==> src/rtl/core/cbm_pkg.sv <==
// Shared types, codes and address constants for the cartridge bank mapper.
`timescale 1ns / 1ps
`default_nettype none

package cbm_pkg;

  // Default sizes of the attached ROM image and SRAM.
  localparam int ROM_BANKS_DEF  = 128;
  localparam int SRAM_BYTES_DEF = 16384;

  // Field widths.
  localparam int ADDR_W = 16;
  localparam int DATA_W = 8;
  localparam int PHYS_W = 20;

  // Access kinds.
  localparam logic KIND_READ  = 1'b0;
  localparam logic KIND_WRITE = 1'b1;

  // Target codes.
  typedef logic [1:0] target_t;
  localparam target_t TGT_OPEN = 2'd0;
  localparam target_t TGT_SRAM = 2'd1;
  localparam target_t TGT_ROM  = 2'd2;

  // CPU address map.
  localparam logic [ADDR_W-1:0] ADDR_ROM_LO   = 16'h4000;
  localparam logic [ADDR_W-1:0] ADDR_ROM_HI   = 16'hC000;
  localparam logic [ADDR_W-1:0] ADDR_SUB0_SEL = 16'h77FF;
  localparam logic [ADDR_W-1:0] ADDR_SUB1_SEL = 16'h7FFF;
  localparam logic [3:0]        SUB_WINDOW_NIB = 4'h7;
  localparam logic [12:0]       BANK_SEL_OFS  = 13'h0FFF;
  localparam logic [2:0]        FIRST_ROM_SLOT = 3'd2;
  localparam int                ENABLE_BIT    = 7;

  // Architectural mapper state.
  typedef struct packed {
    logic [3:0][DATA_W-1:0] bank;
    logic [1:0][DATA_W-1:0] sub_bank;
    logic                   sram_en;
    logic                   sub_en;
  } map_state_t;

  // One translated access.
  typedef struct packed {
    target_t           target;
    logic [PHYS_W-1:0] phys;
    logic              strobe;
  } xlate_t;

endpackage

`default_nettype wire

==> src/rtl/core/cartridge_bank_mapper_with_submapper_core.sv <==
// Top level of the cartridge bank mapper: input register, translation and result register.
//
// Usage:
//   The input channel (in_valid/in_ready) carries one CPU bus access per transfer:
//   kind (0 read, 1 write), bus_address and write_byte. The output channel
//   (out_valid/out_ready) returns one translated result per access: target
//   (open bus, SRAM or ROM), physical_address and sram_write_strobe.
//   An accepted access waits in the input register and moves into the result
//   register when that register is empty or its result is being taken.
//   Throughput: one access per cycle while the receiver does not stall;
//   translation is one pass of short logic between the input and result registers.
//   Register writes (bank, sub-bank, enables) take effect at the edge where the
//   access moves into the result register, so the next access already sees them.
//   Reset clears all bank registers, both sub-bank registers and both enables,
//   and empties both pipeline registers.
//   When the receiver stalls, the result holds and the input register keeps one
//   more access; in_ready drops only when both registers are full.
`timescale 1ns / 1ps
`default_nettype none

module cartridge_bank_mapper_with_submapper_core #(
  parameter int ROM_BANKS  = cbm_pkg::ROM_BANKS_DEF,
  parameter int SRAM_BYTES = cbm_pkg::SRAM_BYTES_DEF
) (
  input  wire logic                       clk,
  input  wire logic                       rst,
  input  wire logic                       in_valid,
  output logic                            in_ready,
  input  wire logic                       kind,
  input  wire logic [cbm_pkg::ADDR_W-1:0] bus_address,
  input  wire logic [cbm_pkg::DATA_W-1:0] write_byte,
  output logic                            out_valid,
  input  wire logic                       out_ready,
  output cbm_pkg::target_t                target,
  output logic [cbm_pkg::PHYS_W-1:0]      physical_address,
  output logic                            sram_write_strobe
);

  logic                       s1_valid;
  logic                       s1_kind;
  logic [cbm_pkg::ADDR_W-1:0] s1_addr;
  logic [cbm_pkg::DATA_W-1:0] s1_data;
  logic                       adv;
  cbm_pkg::map_state_t        st;
  cbm_pkg::xlate_t            res;

  // The held access moves on when the result register is empty or being taken.
  assign adv      = s1_valid && (!out_valid || out_ready);
  assign in_ready = !s1_valid || adv;

  // Pipeline control.
  always_ff @(posedge clk) begin
    if (rst) begin
      s1_valid  <= 1'b0;
      out_valid <= 1'b0;
    end else begin
      if (in_ready) begin
        s1_valid <= in_valid;
      end
      if (adv) begin
        out_valid <= 1'b1;
      end else if (out_ready) begin
        out_valid <= 1'b0;
      end
    end
  end

  // Input register payload.
  always_ff @(posedge clk) begin
    if (in_valid && in_ready) begin
      s1_kind <= kind;
      s1_addr <= bus_address;
      s1_data <= write_byte;
    end
  end

  cbm_regs u_regs (
    .clk         (clk),
    .rst         (rst),
    .wr_en       (adv),
    .kind        (s1_kind),
    .bus_address (s1_addr),
    .write_byte  (s1_data),
    .st          (st)
  );

  cbm_xlate #(
    .ROM_BANKS  (ROM_BANKS),
    .SRAM_BYTES (SRAM_BYTES)
  ) u_xlate (
    .kind        (s1_kind),
    .bus_address (s1_addr),
    .st          (st),
    .res         (res)
  );

  // Result register payload.
  always_ff @(posedge clk) begin
    if (adv) begin
      target            <= res.target;
      physical_address  <= res.phys;
      sram_write_strobe <= res.strobe;
    end
  end

`ifndef SYNTH
  a_strobe_only_sram: assert property (@(posedge clk) disable iff (rst)
    out_valid && sram_write_strobe |-> target == cbm_pkg::TGT_SRAM)
    else $error("SRAM write strobe without SRAM target");

  a_sram_in_range: assert property (@(posedge clk) disable iff (rst)
    out_valid && target == cbm_pkg::TGT_SRAM |->
      physical_address < cbm_pkg::PHYS_W'(SRAM_BYTES))
    else $error("SRAM offset beyond SRAM size");

  a_open_is_zero: assert property (@(posedge clk) disable iff (rst)
    out_valid && target == cbm_pkg::TGT_OPEN |->
      physical_address == '0 && !sram_write_strobe)
    else $error("open bus result carries a nonzero payload");

  a_reset_enables: assert property (@(posedge clk)
    rst |=> !st.sram_en && !st.sub_en)
    else $error("enables not cleared by reset");

  a_advance_fills: assert property (@(posedge clk) disable iff (rst)
    adv |=> out_valid)
    else $error("advanced access did not reach the result register");
`endif

endmodule

`default_nettype wire

==> src/rtl/core/cbm_regs.sv <==
// Bank, sub-bank and enable registers with their write decode.
`timescale 1ns / 1ps
`default_nettype none

module cbm_regs (
  input  wire logic                       clk,
  input  wire logic                       rst,
  input  wire logic                       wr_en,
  input  wire logic                       kind,
  input  wire logic [cbm_pkg::ADDR_W-1:0] bus_address,
  input  wire logic [cbm_pkg::DATA_W-1:0] write_byte,
  output cbm_pkg::map_state_t             st
);

  logic                   is_wr;
  logic [2:0]             slot_full;
  logic [1:0]             slot;
  logic [3:0][7:0]        bank;
  logic [1:0][7:0]        sub_bank;
  logic                   sram_en;
  logic                   sub_en;

  // A write lands only inside the banked ROM window.
  assign is_wr = wr_en && (kind == cbm_pkg::KIND_WRITE) &&
                 (bus_address >= cbm_pkg::ADDR_ROM_LO) &&
                 (bus_address < cbm_pkg::ADDR_ROM_HI);
  assign slot_full = bus_address[15:13] - cbm_pkg::FIRST_ROM_SLOT;
  assign slot      = slot_full[1:0];

  // Sub-bank selects take priority over the bank select pattern.
  always_ff @(posedge clk) begin
    if (rst) begin
      bank     <= '0;
      sub_bank <= '0;
      sram_en  <= 1'b0;
      sub_en   <= 1'b0;
    end else if (is_wr) begin
      if (bus_address == cbm_pkg::ADDR_SUB0_SEL) begin
        sub_bank[0] <= write_byte;
      end else if (bus_address == cbm_pkg::ADDR_SUB1_SEL) begin
        sub_bank[1] <= write_byte;
      end else if (bus_address[12:0] == cbm_pkg::BANK_SEL_OFS) begin
        bank[slot] <= write_byte;
        if (slot == 2'd0) begin
          sram_en <= write_byte[cbm_pkg::ENABLE_BIT];
        end
        if (slot == 2'd1) begin
          sub_en <= write_byte[cbm_pkg::ENABLE_BIT];
        end
      end
    end
  end

  assign st.bank     = bank;
  assign st.sub_bank = sub_bank;
  assign st.sram_en  = sram_en;
  assign st.sub_en   = sub_en;

endmodule

`default_nettype wire

==> src/rtl/core/cbm_xlate.sv <==
// Address translation from a CPU access to target and physical offset.
`timescale 1ns / 1ps
`default_nettype none

module cbm_xlate #(
  parameter int ROM_BANKS  = cbm_pkg::ROM_BANKS_DEF,
  parameter int SRAM_BYTES = cbm_pkg::SRAM_BYTES_DEF
) (
  input  wire logic                       kind,
  input  wire logic [cbm_pkg::ADDR_W-1:0] bus_address,
  input  wire cbm_pkg::map_state_t        st,
  output cbm_pkg::xlate_t                 res
);

  localparam logic [17:0] SRAM_SIZE = 18'(SRAM_BYTES);
  localparam logic [9:0]  ROM_SIZE  = 10'(ROM_BANKS);

  logic [2:0]                 slot_full;
  logic [1:0]                 slot;
  logic [17:0]                sram_rem;
  logic [9:0]                 bank_rem;
  logic [20:0]                rom_full;
  logic [cbm_pkg::PHYS_W-1:0] sub_phys;

  assign slot_full = bus_address[15:13] - cbm_pkg::FIRST_ROM_SLOT;
  assign slot      = slot_full[1:0];

  // SRAM offset: restoring remainder, four quotient bits cover the 16 KB window.
  always_comb begin
    sram_rem = {4'd0, bus_address[13:0]};
    for (int j = 3; j >= 0; j--) begin
      if (sram_rem >= (SRAM_SIZE << j)) begin
        sram_rem = sram_rem - (SRAM_SIZE << j);
      end
    end
  end

  // Bank number wraps modulo the ROM bank count; two steps cover a byte.
  always_comb begin
    bank_rem = {2'd0, st.bank[slot]};
    for (int j = 1; j >= 0; j--) begin
      if (bank_rem >= (ROM_SIZE << j)) begin
        bank_rem = bank_rem - (ROM_SIZE << j);
      end
    end
  end

  assign rom_full = {bank_rem[7:0], bus_address[12:0]};
  // Sub-mapper pages sit in the upper half of a 1 MB image.
  assign sub_phys = {1'b1, st.sub_bank[bus_address[11]], bus_address[10:0]};

  // Select the target in the same order of precedence as the bus decode.
  always_comb begin
    res.target = cbm_pkg::TGT_OPEN;
    res.phys   = '0;
    res.strobe = 1'b0;
    if (bus_address < cbm_pkg::ADDR_ROM_LO) begin
      if (st.sram_en) begin
        res.target = cbm_pkg::TGT_SRAM;
        res.phys   = cbm_pkg::PHYS_W'(sram_rem);
        res.strobe = (kind == cbm_pkg::KIND_WRITE);
      end
    end else if (bus_address < cbm_pkg::ADDR_ROM_HI && kind == cbm_pkg::KIND_READ) begin
      res.target = cbm_pkg::TGT_ROM;
      if (st.sub_en && bus_address[15:12] == cbm_pkg::SUB_WINDOW_NIB) begin
        res.phys = sub_phys;
      end else begin
        res.phys = rom_full[cbm_pkg::PHYS_W-1:0];
      end
    end
  end

endmodule

`default_nettype wire

==> config.mk <==
export PLATFORM = sky130hd
export DESIGN_NAME = cartridge_bank_mapper_with_submapper_core
export DESIGN_NICKNAME = d
export VERILOG_FILES = /design/src/rtl/core/cbm_pkg.sv /design/src/rtl/core/cartridge_bank_mapper_with_submapper_core.sv /design/src/rtl/core/cbm_regs.sv /design/src/rtl/core/cbm_xlate.sv
export SDC_FILE = /design/constraint.sdc
export NUM_CORES = 1
export LEC_CHECK = 0
export ABC_AREA = 1
export BUFFER_PORTS_ARGS = -buffer_cell sky130_fd_sc_hd__buf_4
export CORE_MARGIN = 3
export CORE_UTILIZATION = 57
export DETAILED_ROUTE_END_ITERATION = 12
export PLACE_DENSITY_LB_ADDON = 0.05
export SLEW_MARGIN = 20
export SYNTH_ARGS = -nofsm -noshare
export SYNTH_HDL_FRONTEND = slang
export SYNTH_SLANG_ARGS = --single-unit
==> constraint.sdc <==
create_clock -name clk -period 2.2 [get_ports clk]
set_input_delay 0.44 -clock clk [delete_from_list [all_inputs] [get_ports clk]]
set_output_delay 0.44 -clock clk [all_outputs]
set_load 0.05 [all_outputs]
==> results of run 1 <==
-- layer usage --
metal  vias up  global-route usage, %  part of all wire, %
met2       131                   37.0                   49
met4         0                   8.80                  1.1
li1       1562                      -                    -
met3         8                   5.71                  7.9
met1      1470                   31.5                   42
met5         -                      0                    0
-- through the flow --
step / cells / utilization, %
after detailed placement: 548 / 68.3
after global placement: 548 / 68.3
final: 564 / 72.2
after global routing: 564 / 72.2
after floorplan: 426 / -
after CTS: 564 / 72.2
-- report_power, final --
part	total [mW]	internal, mW	switching (mW)
clock network	1.37	0.781	0.590
registers	1.97	1.93	0.0365
logic	0.282	0.0908	0.191
total	3.62	2.80	0.818
-- final timing paths --
kind	end	from	cells after the start	slack (ns)
worst max-delay path	physical_address[4]$_DFFE_PP_	s1_addr[14]$_DFFE_PP_	8	0.25
worst min register to register	u_regs.st[37]$_SDFFE_PP0P_	u_regs.st[37]$_SDFFE_PP0P_	2	0.46
worst max register to register	physical_address[4]$_DFFE_PP_	s1_addr[14]$_DFFE_PP_	8	0.25
worst min-delay path	s1_addr[0]$_DFFE_PP_	bus_address[0]	1	0.25
-- placed cells by master (no fill, tap or decap), drive strengths merged --
cell type  synthesis  final
nand2            109    109
nand4             35     35
clkbuf             5     13
nor3               1      1
buf               17     67
a22oi              1      1
bufinv             0      2
o21ai              4      4
clkinv             0      1
dfxtp             48     48
a31oi              1      1
a41oi              1      1
inv               30     30
nand3b             8      8
nand3             17     17
nor2              41     41
a21oi             60     60
edfxtp            48     48
-- registers in the layout (all words and copies together) (netlist names) --
name               flops
target                 2
s1_valid               1
s1_kind                1
u_regs.sram_en         1
sram_write_strobe      1
u_regs.st             44
s1_addr               16
s1_data                8
u_regs.sub_en          1
out_valid              1
physical_address      20
-- cell type report --
type	instances	area [sq um]	share of cell area [%]
Clock buffer	13	181	3.85
Multi-Input combinational cell	278	1340	28.4
Tap cell	77	96.3	2.04
Timing Repair Buffer	67	515	10.9
Sequential cell	96	2400	51.0
Inverter	30	113	2.39
Clock inverter	3	68.8	1.46
-- kinds of logic after synthesis --
family	share of synthesized area (%)
AO/OA/AOI/OAI	8.65
buffers and inverters	5.78
AND/OR/NAND/NOR	25.0
flip-flops	60.6
==> impl_metrics.csv, run 1 <==
group,metric,value,unit
status,status,"finished clean",
clocking,cts_hold_buf,0,
yosys,synth_warnings,0,
critical_path,cp.required,2.31,ns
global_routing,gr-usage-all-layers,23.5,%
finish,final_cell_area,4710,sq um
critical_path,critPathTopFamily,"buffers and inverters",
finish,n_antenna_cell,0,
yosys,synth.most_common_cell,"nand2_1",
sta,slew_violations,0,
yosys,synth_cell_types,21,
finish,drive_gt1_share,19.3,%
clocking,clock_latency,0.36,ns
placement,gp_congestion,0.795,
die,die_x,89.4,um
routing,firstDrtPassIters,5,
sta,final.setup.tns,0,ns
routing,drc,0,
sta,slew_headroom,65.1,%
placement,io_buffers,53,
critical_path,cp_common_cell,"inv_1",
routing,drt_iter0_drc,248,
finish,finalNetCount,511,
critical_path,crit_chain,"nor2_1 > inv_1 > nand2_2 > nor2_4 > inv_1 > nand2_1 > inv_1 > nor2_1",
yosys,synth_area_leaders,"edfxtp_1 (36%), dfxtp_1 (24%), nand2_1 (10%)",
finish,area_delta_synth_final,18.9,%
critical_path,crit_slowest_cell,"edfxtp_1",
run,drv_cap,0,
hold_path,hold_path.class,"in -> reg",
critical_path,cpPeakStageDelay,0.47,ns
yosys,synth_fp_nets,455,
global_routing,grt_pass1_wl,14000,um
clocking,htreeDepth,3,
routing,route.final.wire_length,8630,um
placement,dp.final_hpwl,5940,um
sta,max_slew.worst_pin.slew,0.523,ns
die,initial_core_util,60.7,%
yosys,synth-seq-area-share,60.6,%
routing,avgRoutedWirePerCell,15.3,um
pwr,p_total,3.62,mW
yosys,synth_edf_count,48,
die,row_count,29,
routing,drt-vias-per-instance,5.62,
yosys,synth_top_area_share,36.4,%
yosys,synthArstFlopShare,0,%
global_routing,antenna_found_initial,0,
yosys,synth.avg_cell_area,9.30,sq um
placement,place_area,4460,sq um
critical_path,cp.arrival,2.06,ns
routing,vias,3171,
global_routing,grt_max_degree,42,
sta,setup_viol,0,
sta,holdWs,0.245,ns
clocking,cts_tree,"built",
yosys,syn_inst,426,
sta,fmax,0.512,GHz
sta,min_period,1.95,ns
critical_path,critPathCaptureType,"flip-flop",
die,dieHeight,89.4,um
clocking,cts_buffers,9,
critical_path,cp_num_buf_inv,3,
yosys,synthesis.area,3960,sq um
sta,rsz0062_at_grt,"no",
pwr,ir_drop,0.574,mV
sta,hold_viol,0,
critical_path,critPathLaunchType,"flip-flop",
clocking,clockBufferDepth,2,
pwr,power.density,768,nW/um^2
global_routing,grt_pass1_vias,2963,
yosys,ys_top_cells_by_count,"nand2_1 (107), a21oi_1 (60), dfxtp_1 (48), edfxtp_1 (48), nand4_1 (35)",
yosys,ys.flop_type,"edfxtp_1",
routing,drtAntennaViolNets,0,
global_routing,grt.overflow.total,0,
clocking,cts-root-buf,"clkbuf_8",
clocking,clkSinkCount,96,
clocking,ctsResizeCount,0,
sta,setup_slack,0.245,ns
clocking,post_cts_buffers,0,
sta,clock_skew,0.00395,ns
yosys,ys_ff_latch,96,
critical_path,cp_max_fo,11,
clocking,path_clk_slew,0.09,ns
finish,n_fill_cell,498,
die,io_pins,54,
die,fp.dieArea,7990,sq um
pwr,p_leak,1.75,nW
yosys,synth_top_area_cell,"edfxtp_1",
die,core_area,6530,sq um
critical_path,path_class,"reg -> reg",
placement,dp_slack,0.290,ns
sta,post-route-period-util,88.9,%
Note: power is estimated with default switching activity, not from simulation.
==> run 2, diff against run 1 <==
--- a/config.mk
+++ b/config.mk
@@ -7,10 +7,13 @@
 export LEC_CHECK = 0
 export ABC_AREA = 1
 export BUFFER_PORTS_ARGS = -buffer_cell sky130_fd_sc_hd__buf_4
+export CELL_PAD_IN_SITES_DETAIL_PLACEMENT = 0
+export CELL_PAD_IN_SITES_GLOBAL_PLACEMENT = 1
 export CORE_MARGIN = 3
-export CORE_UTILIZATION = 57
+export CORE_UTILIZATION = 43
 export DETAILED_ROUTE_END_ITERATION = 12
 export PLACE_DENSITY_LB_ADDON = 0.05
+export SKIP_LAST_GASP = 1
 export SLEW_MARGIN = 20
 export SYNTH_ARGS = -nofsm -noshare
 export SYNTH_HDL_FRONTEND = slang
==> run 2 against run 1 <==
Net effect:
- critical path depth is 1 lower
- global-route usage is 4.5 points lower
- via count is 2.1% lower
- register-to-register slack better by 0.08 ns
- count of clock-buffer cells in the layout is 3 lower
- worst hold slack better by 0.012 ns
- largest power group unchanged
==> impl_metrics.csv, run 2 (synthesized netlist as in run 1, its figures left out) <==
group,metric,value,unit
pwr,p_leak,1.71,nW
hold_path,hold_path.class,"in -> reg",
critical_path,crit_path_end,"u_regs.st[20]$_SDFFE_PP0P_",
run,drv_cap,0,
sta,clock_skew,0.00741,ns
critical_path,r2r-end,"u_regs.st[20]$_SDFFE_PP0P_",
placement,place_area,4490,sq um
global_routing,grt_max_degree,47,
critical_path,reg2reg_slack,0.32,ns
pwr,ir_drop,0.380,mV
routing,drt_iter0_drc,182,
clocking,cts_hold_buf,0,
clocking,clock_latency,0.35,ns
status,status,"finished clean",
sta,fmax,0.533,GHz
routing,drt-vias-per-instance,5.24,
finish,drive_gt1_share,19.0,%
finish,layout_commonest_cell,"nand2_1",
clocking,path_clk_slew,0.09,ns
sta,setup_viol,0,
finish,area_delta_synth_final,18.3,%
sta,post-route-period-util,85.3,%
sta,hold_viol,0,
clocking,cts_buffers,9,
clocking,clockBufferDepth,2,
finish,n_antenna_cell,0,
global_routing,grt_pass1_wl,15200,um
global_routing,grt.overflow.total,0,
sta,max_slew.worst_pin.slew,0.502,ns
die,row_count,34,
critical_path,path_class,"reg -> reg",
die,core_area,8850,sq um
critical_path,worstSetupStartpoint,"s1_addr[7]$_DFFE_PP_",
global_routing,grt_pass1_vias,2951,
critical_path,cp.arrival,2.11,ns
critical_path,cp.required,2.43,ns
routing,route.final.wire_length,9180,um
global_routing,antenna_found_initial,0,
routing,drtAntennaViolNets,0,
clocking,clkSinkCount,96,
finish,final_cell_count_no_fill,592,
routing,firstDrtPassIters,5,
sta,rsz0062_at_grt,"no",
clocking,cts-root-buf,"clkbuf_8",
finish,finalNetCount,508,
routing,drc,0,
pwr,p_total,3.39,mW
critical_path,cp_max_fo,15,
placement,dp.final_hpwl,6430,um
finish,final_cell_mix,"nand2_1 (107), buf_4 (62), a21oi_1 (59)",
sta,final.setup.tns,0,ns
routing,avgRoutedWirePerCell,15.5,um
critical_path,reg2reg_depth,7,
clocking,cts_tree,"built",
clocking,ctsResizeCount,0,
sta,slew_violations,0,
pwr,power.density,724,nW/um^2
sta,slew_headroom,66.4,%
die,initial_core_util,44.8,%
pwr,p_int,2.55,mW
finish,largest_reg_flops,44,
clocking,post_cts_buffers,0,
critical_path,crit_slowest_cell,"nor2_4",
placement,io_buffers,53,
critical_path,critPathCaptureType,"flip-flop",
critical_path,critPathLaunchType,"flip-flop",
sta,min_period,1.88,ns
die,die_x,102,um
pwr,p_comb_share,8.3,%
clocking,htreeDepth,3,
critical_path,cpPeakStageDelay,0.39,ns
placement,place_inst,576,
global_routing,gr-usage-all-layers,19.0,%
critical_path,r2r-start,"s1_addr[7]$_DFFE_PP_",
pwr,pwr-share-clk,33.7,%
pwr,sw_frac_of_total,24.8,%
pwr,seq_power_share,58.0,%
critical_path,crit_chain,"nand2_1 > nor2_1 > nand2_1 > nor2_4 > nand3_1 > nand2_1 > a21oi_1",
finish,final_cell_area,4690,sq um
die,io_pins,54,
placement,gp_congestion,0.821,
die,fp.dieArea,10400,sq um
routing,vias,3105,
die,dieHeight,102,um
critical_path,cp_common_cell,"nand2_1",
pwr,switchingPower,0.840,mW
run 2: per-stage QoR:
| step | hold slack, ns | utilization (%) | setup slack (ns) |
|---|---|---|---|
| floorplan | 0.438 | - | 0.0479 |
| global placement | 0.448 | 50.8 | 0.357 |
| detailed placement | 0.453 | 50.8 | 0.333 |
| CTS | 0.236 | 53.0 | 0.318 |
| global route | 0.224 | 53.0 | 0.125 |
| finish | 0.258 | 53.0 | 0.324 |
run 2: worst min-delay path by stage:
| stage | slack, ns | to | from | cells past startpoint |
|---|---|---|---|---|
| 2_1_floorplan | 0.44 | u_regs.st[26]$_SDFFE_PP0P_ | u_regs.st[26]$_SDFFE_PP0P_ | 2 |
| 3_3_place_gp | 0.45 | u_regs.st[20]$_SDFFE_PP0P_ | u_regs.st[20]$_SDFFE_PP0P_ | 2 |
| 3_5_place_dp | 0.45 | u_regs.st[19]$_SDFFE_PP0P_ | u_regs.st[19]$_SDFFE_PP0P_ | 2 |
| 4_1_cts | 0.24 | s1_addr[8]$_DFFE_PP_ | bus_address[8] | 1 |
| 5_1_grt | 0.22 | s1_addr[8]$_DFFE_PP_ | bus_address[8] | 1 |
| 6_report | 0.26 | s1_data[6]$_DFFE_PP_ | write_byte[6] | 1 |
run 2: cell type report:
| class | instances | area [sq um] |
|---|---|---|
| fill | 815 | 4160 |
| sequential | 96 | 2400 |
| multi-input combinational | 278 | 1340 |
| timing repair buffer | 64 | 505 |
| tap | 108 | 135 |
| clock buffer | 10 | 128 |
| inverter | 30 | 113 |
| clock inverter | 6 | 68.8 |
run 2: power by group through the flow:
| stage | Clock (mW) | Combinational (mW) | Sequential [mW] |
|---|---|---|---|
| final | 1.14 | 0.281 | 1.97 |
| after global routing | 1.26 | 0.306 | 1.97 |
| after CTS | 1.17 | 0.285 | 1.97 |
| after detailed placement | 0 | 0.284 | 2.01 |
| after global placement | 0 | 0.281 | 2.01 |
| after floorplan | 0 | 0.104 | 2.06 |
run 2: critical path, delay by kind of cell (launching register included):
kind	cells	cell delay, ns
and+or+nand+nor	6	1.32
DFF	1	0.35
AOI/OAI and AO/OA	1	0.06
run 2: layer usage:
metal / global-route usage (%) / wire [um] / up-vias
li1: - / - / 1557
met1: 27.2 / 4410 / 1476
met2: 28.8 / 4290 / 68
met3: 4.16 / 399 / 4
met4: 5.75 / 85 / 0
met5: 0 / 0 / -
==> run 3, diff against run 2 <==
--- a/config.mk
+++ b/config.mk
@@ -5,12 +5,12 @@
 export SDC_FILE = /design/constraint.sdc
 export NUM_CORES = 1
 export LEC_CHECK = 0
-export ABC_AREA = 1
+export ABC_AREA = 0
 export BUFFER_PORTS_ARGS = -buffer_cell sky130_fd_sc_hd__buf_4
 export CELL_PAD_IN_SITES_DETAIL_PLACEMENT = 0
 export CELL_PAD_IN_SITES_GLOBAL_PLACEMENT = 1
 export CORE_MARGIN = 3
-export CORE_UTILIZATION = 43
+export CORE_UTILIZATION = 46
 export DETAILED_ROUTE_END_ITERATION = 12
 export PLACE_DENSITY_LB_ADDON = 0.05
 export SKIP_LAST_GASP = 1
==> constraint.sdc (replaced) <==
create_clock -name clk -period 2.2 [get_ports clk]
set_input_delay 0.33 -clock clk [delete_from_list [all_inputs] [get_ports clk]]
set_output_delay 0.33 -clock clk [all_outputs]
set_load 0.05 [all_outputs]
==> run 3 against run 2 <==
Net effect:
- wire length down 17%
- highest routed layer unchanged
- area after synthesis up 0.32%
- combinational power up 6%
- critical path depth down 3
- global-route usage down 2.8 points
- maximum frequency up 1.5%
- via count down 25%
- clock power up 16%
- worst hold slack worse by 0.12 ns
- register-to-register slack better by 0.03 ns
==> impl_metrics.csv, run 3 <==
group,metric,value,unit
status,status,"finished clean",
sta,rsz0062_at_grt,"no",
critical_path,crit_path_end,"physical_address[13]$_DFFE_PP_",
critical_path,reg2reg_slack,0.35,ns
global_routing,antenna_found_initial,0,
global_routing,grt_pass1_wl,12100,um
routing,drc,0,
yosys,synthArstFlopShare,0,%
finish,final_cell_mix,"buf_4 (62), nand2b_1 (55), mux2i_1 (52)",
die,fp.dieArea,9800,sq um
global_routing,grt_max_degree,57,
pwr,pwr-share-clk,37.0,%
finish,layout_commonest_cell,"buf_4",
critical_path,worstSetupStartpoint,"s1_addr[14]$_DFFE_PP_",
global_routing,grt_use_met3,3.68,%
pwr,p_comb_share,8.4,%
die,initial_core_util,47.9,%
clocking,path_clk_slew,0.09,ns
pwr,seq_power_share,54.6,%
sta,clock_skew,0.00875,ns
yosys,synth_top_area_cell,"edfxtp_1",
global_routing,busiest_layer,"met2",
pwr,p_total,3.58,mW
critical_path,r2r-start,"s1_addr[14]$_DFFE_PP_",
pwr,switchingPower,0.787,mW
yosys,synth-seq-area-share,60.4,%
sta,setup_viol,0,
finish,area_delta_synth_final,19.5,%
yosys,synth_top_area_share,36.2,%
sta,max_slew.worst_pin.slew,0.833,ns
clocking,clock_latency,0.36,ns
routing,drtAntennaViolNets,0,
clocking,clkSinkCount,96,
hold_path,hold_path.class,"in -> reg",
clocking,cts_tree,"built",
pwr,power.density,753,nW/um^2
sta,setup_slack,0.352,ns
critical_path,reg2reg_depth,4,
yosys,synth_warnings,0,
yosys,synth_fp_nets,324,
critical_path,r2r-end,"physical_address[13]$_DFFE_PP_",
sta,post-route-period-util,84.0,%
routing,drt_iter0_drc,71,
finish,finalNetCount,382,
placement,dp_slack,0.335,ns
yosys,synth.most_common_cell,"nand2b_1",
finish,drive_gt1_share,26.3,%
pwr,ir_drop,0.405,mV
placement,gp_congestion,0.695,
run,drv_cap,0,
pwr,sw_frac_of_total,22.0,%
sta,slew_violations,0,
pwr,p_leak,1.99,nW
pwr,p_int,2.79,mW
die,row_count,33,
critical_path,path_class,"reg -> reg",
yosys,syn_inst,295,
critical_path,cp.required,2.30,ns
sta,min_period,1.85,ns
global_routing,grt.overflow.total,0,
clocking,ctsResizeCount,0,
yosys,synth.avg_cell_area,13.5,sq um
placement,place_inst,447,
finish,final_cell_count_no_fill,463,
yosys,synthesis.area,3980,sq um
routing,drt-vias-per-instance,5.03,
routing,route.final.wire_length,7590,um
global_routing,use_met2,24.8,%
finish,largest_reg_flops,44,
yosys,ys_top_cells_by_count,"nand2b_1 (55), mux2i_1 (52), dfxtp_1 (48), edfxtp_1 (48), and2_1 (13)",
clocking,htreeDepth,3,
yosys,ys.flop_type,"edfxtp_1",
placement,dp.final_hpwl,5190,um
clocking,clockBufferDepth,2,
sta,hold_viol,0,
sta,final.setup.tns,0,ns
die,dieHeight,99.0,um
global_routing,gr-usage-all-layers,16.2,%
routing,vias,2327,
critical_path,cp_max_fo,13,
yosys,synth_edf_count,48,
die,die_x,99.0,um
yosys,ys_ff_latch,96,
clocking,cts_hold_buf,0,
clocking,cts-root-buf,"clkbuf_8",
finish,n_antenna_cell,0,
global_routing,grt_pass1_vias,2364,
routing,avgRoutedWirePerCell,16.4,um
yosys,synth_area_leaders,"edfxtp_1 (36%), dfxtp_1 (24%), mux2i_1 (13%)",
global_routing,use_met1,22.4,%
placement,io_buffers,53,
critical_path,cp.arrival,1.95,ns
yosys,synth_cell_types,35,
sta,fmax,0.541,GHz
sta,holdWs,0.142,ns
routing,firstDrtPassIters,4,
critical_path,critPathLaunchType,"flip-flop",
sta,slew_headroom,44.4,%
die,io_pins,54,
die,core_area,8300,sq um
clocking,post_cts_buffers,0,
clocking,cts_buffers,9,
critical_path,critPathCaptureType,"flip-flop",
==> run 3: cell types whose count changed in the layout (fill, tap and decap cells not counted), sizes merged, moves of 7 or more <==
cell and change:
nand3b -8, a21oi -59, nor2 -30, nand2b +55
mux2i +52, inv -30, and2 +13, nand3 -14
nand2 -104, nand4 -29, mux4 +7
==> run 3: stage by stage <==
step / utilization (%) / cell area (sq um)
2_1_floorplan: - / 3980
3_3_place_gp: 54.5 / 4520
3_5_place_dp: 54.5 / 4520
4_1_cts: 57.3 / 4750
5_1_grt: 57.3 / 4750
6_report: 57.3 / 4750
==> run 3: cell families (layout without fill, tap and decap cells) <==
kind of cell / count (synthesis) / after routing / share of synthesized area [%]
compound gates: 11 / 11 / 1.92
xor+xnor: 1 / 1 / 0.220
flops: 96 / 96 / 60.4
buf+inv: 17 / 80 / 2.05
mux: 61 / 61 / 17.6
simple gates: 109 / 109 / 17.8
==> run 3: final cells by class <==
| class | instances | area, sq um |
|---|---|---|
| Multi-Input combinational cell | 182 | 1500 |
| Timing Repair Buffer | 63 | 485 |
| Inverter | 1 | 3.75 |
| Clock buffer | 14 | 174 |
| Clock inverter | 2 | 60.1 |
| Tap cell | 105 | 131 |
| Sequential cell | 96 | 2400 |
| Fill cell | 675 | 3550 |
==> run 3: layer usage <==
| layer | routed length [um] | up-vias |
|---|---|---|
| met5 | 0 | - |
| met2 | 3500 | 40 |
| li1 | - | 1167 |
| met1 | 3690 | 1110 |
| met4 | 129 | 0 |
| met3 | 269 | 10 |
==> run 3: worst min path at each step <==
stage                     cells after the start                         end                        from  slack, ns
after global placement                        2  u_regs.st[39]$_SDFFE_PP0P_  u_regs.st[39]$_SDFFE_PP0P_       0.46
after detailed placement                      2  u_regs.st[36]$_SDFFE_PP0P_  u_regs.st[36]$_SDFFE_PP0P_       0.46
after CTS                                     1        s1_addr[8]$_DFFE_PP_              bus_address[8]       0.13
after floorplan                               0        s1_addr[0]$_DFFE_PP_              bus_address[0]       0.43
after global routing                          1       s1_addr[10]$_DFFE_PP_             bus_address[10]       0.12
final                                         1        s1_addr[8]$_DFFE_PP_              bus_address[8]       0.14
==> run 3: worst max-delay path, stage by stage (launching register included) <==
cell	delay (ns)
edfxtp_1	0.51
and3b_1	0.31
and3_1	0.46
mux2i_1	0.22
o21ai_0	0.09
==> run 3: power by group through the flow <==
stage / combinational, mW / sequential (mW) / clock [mW]
2_1_floorplan: 0.109 / 2.07 / 0
3_3_place_gp: 0.300 / 2.00 / 0
3_5_place_dp: 0.303 / 2.00 / 0
4_1_cts: 0.303 / 1.96 / 1.35
5_1_grt: 0.319 / 1.96 / 1.43
6_report: 0.299 / 1.95 / 1.32
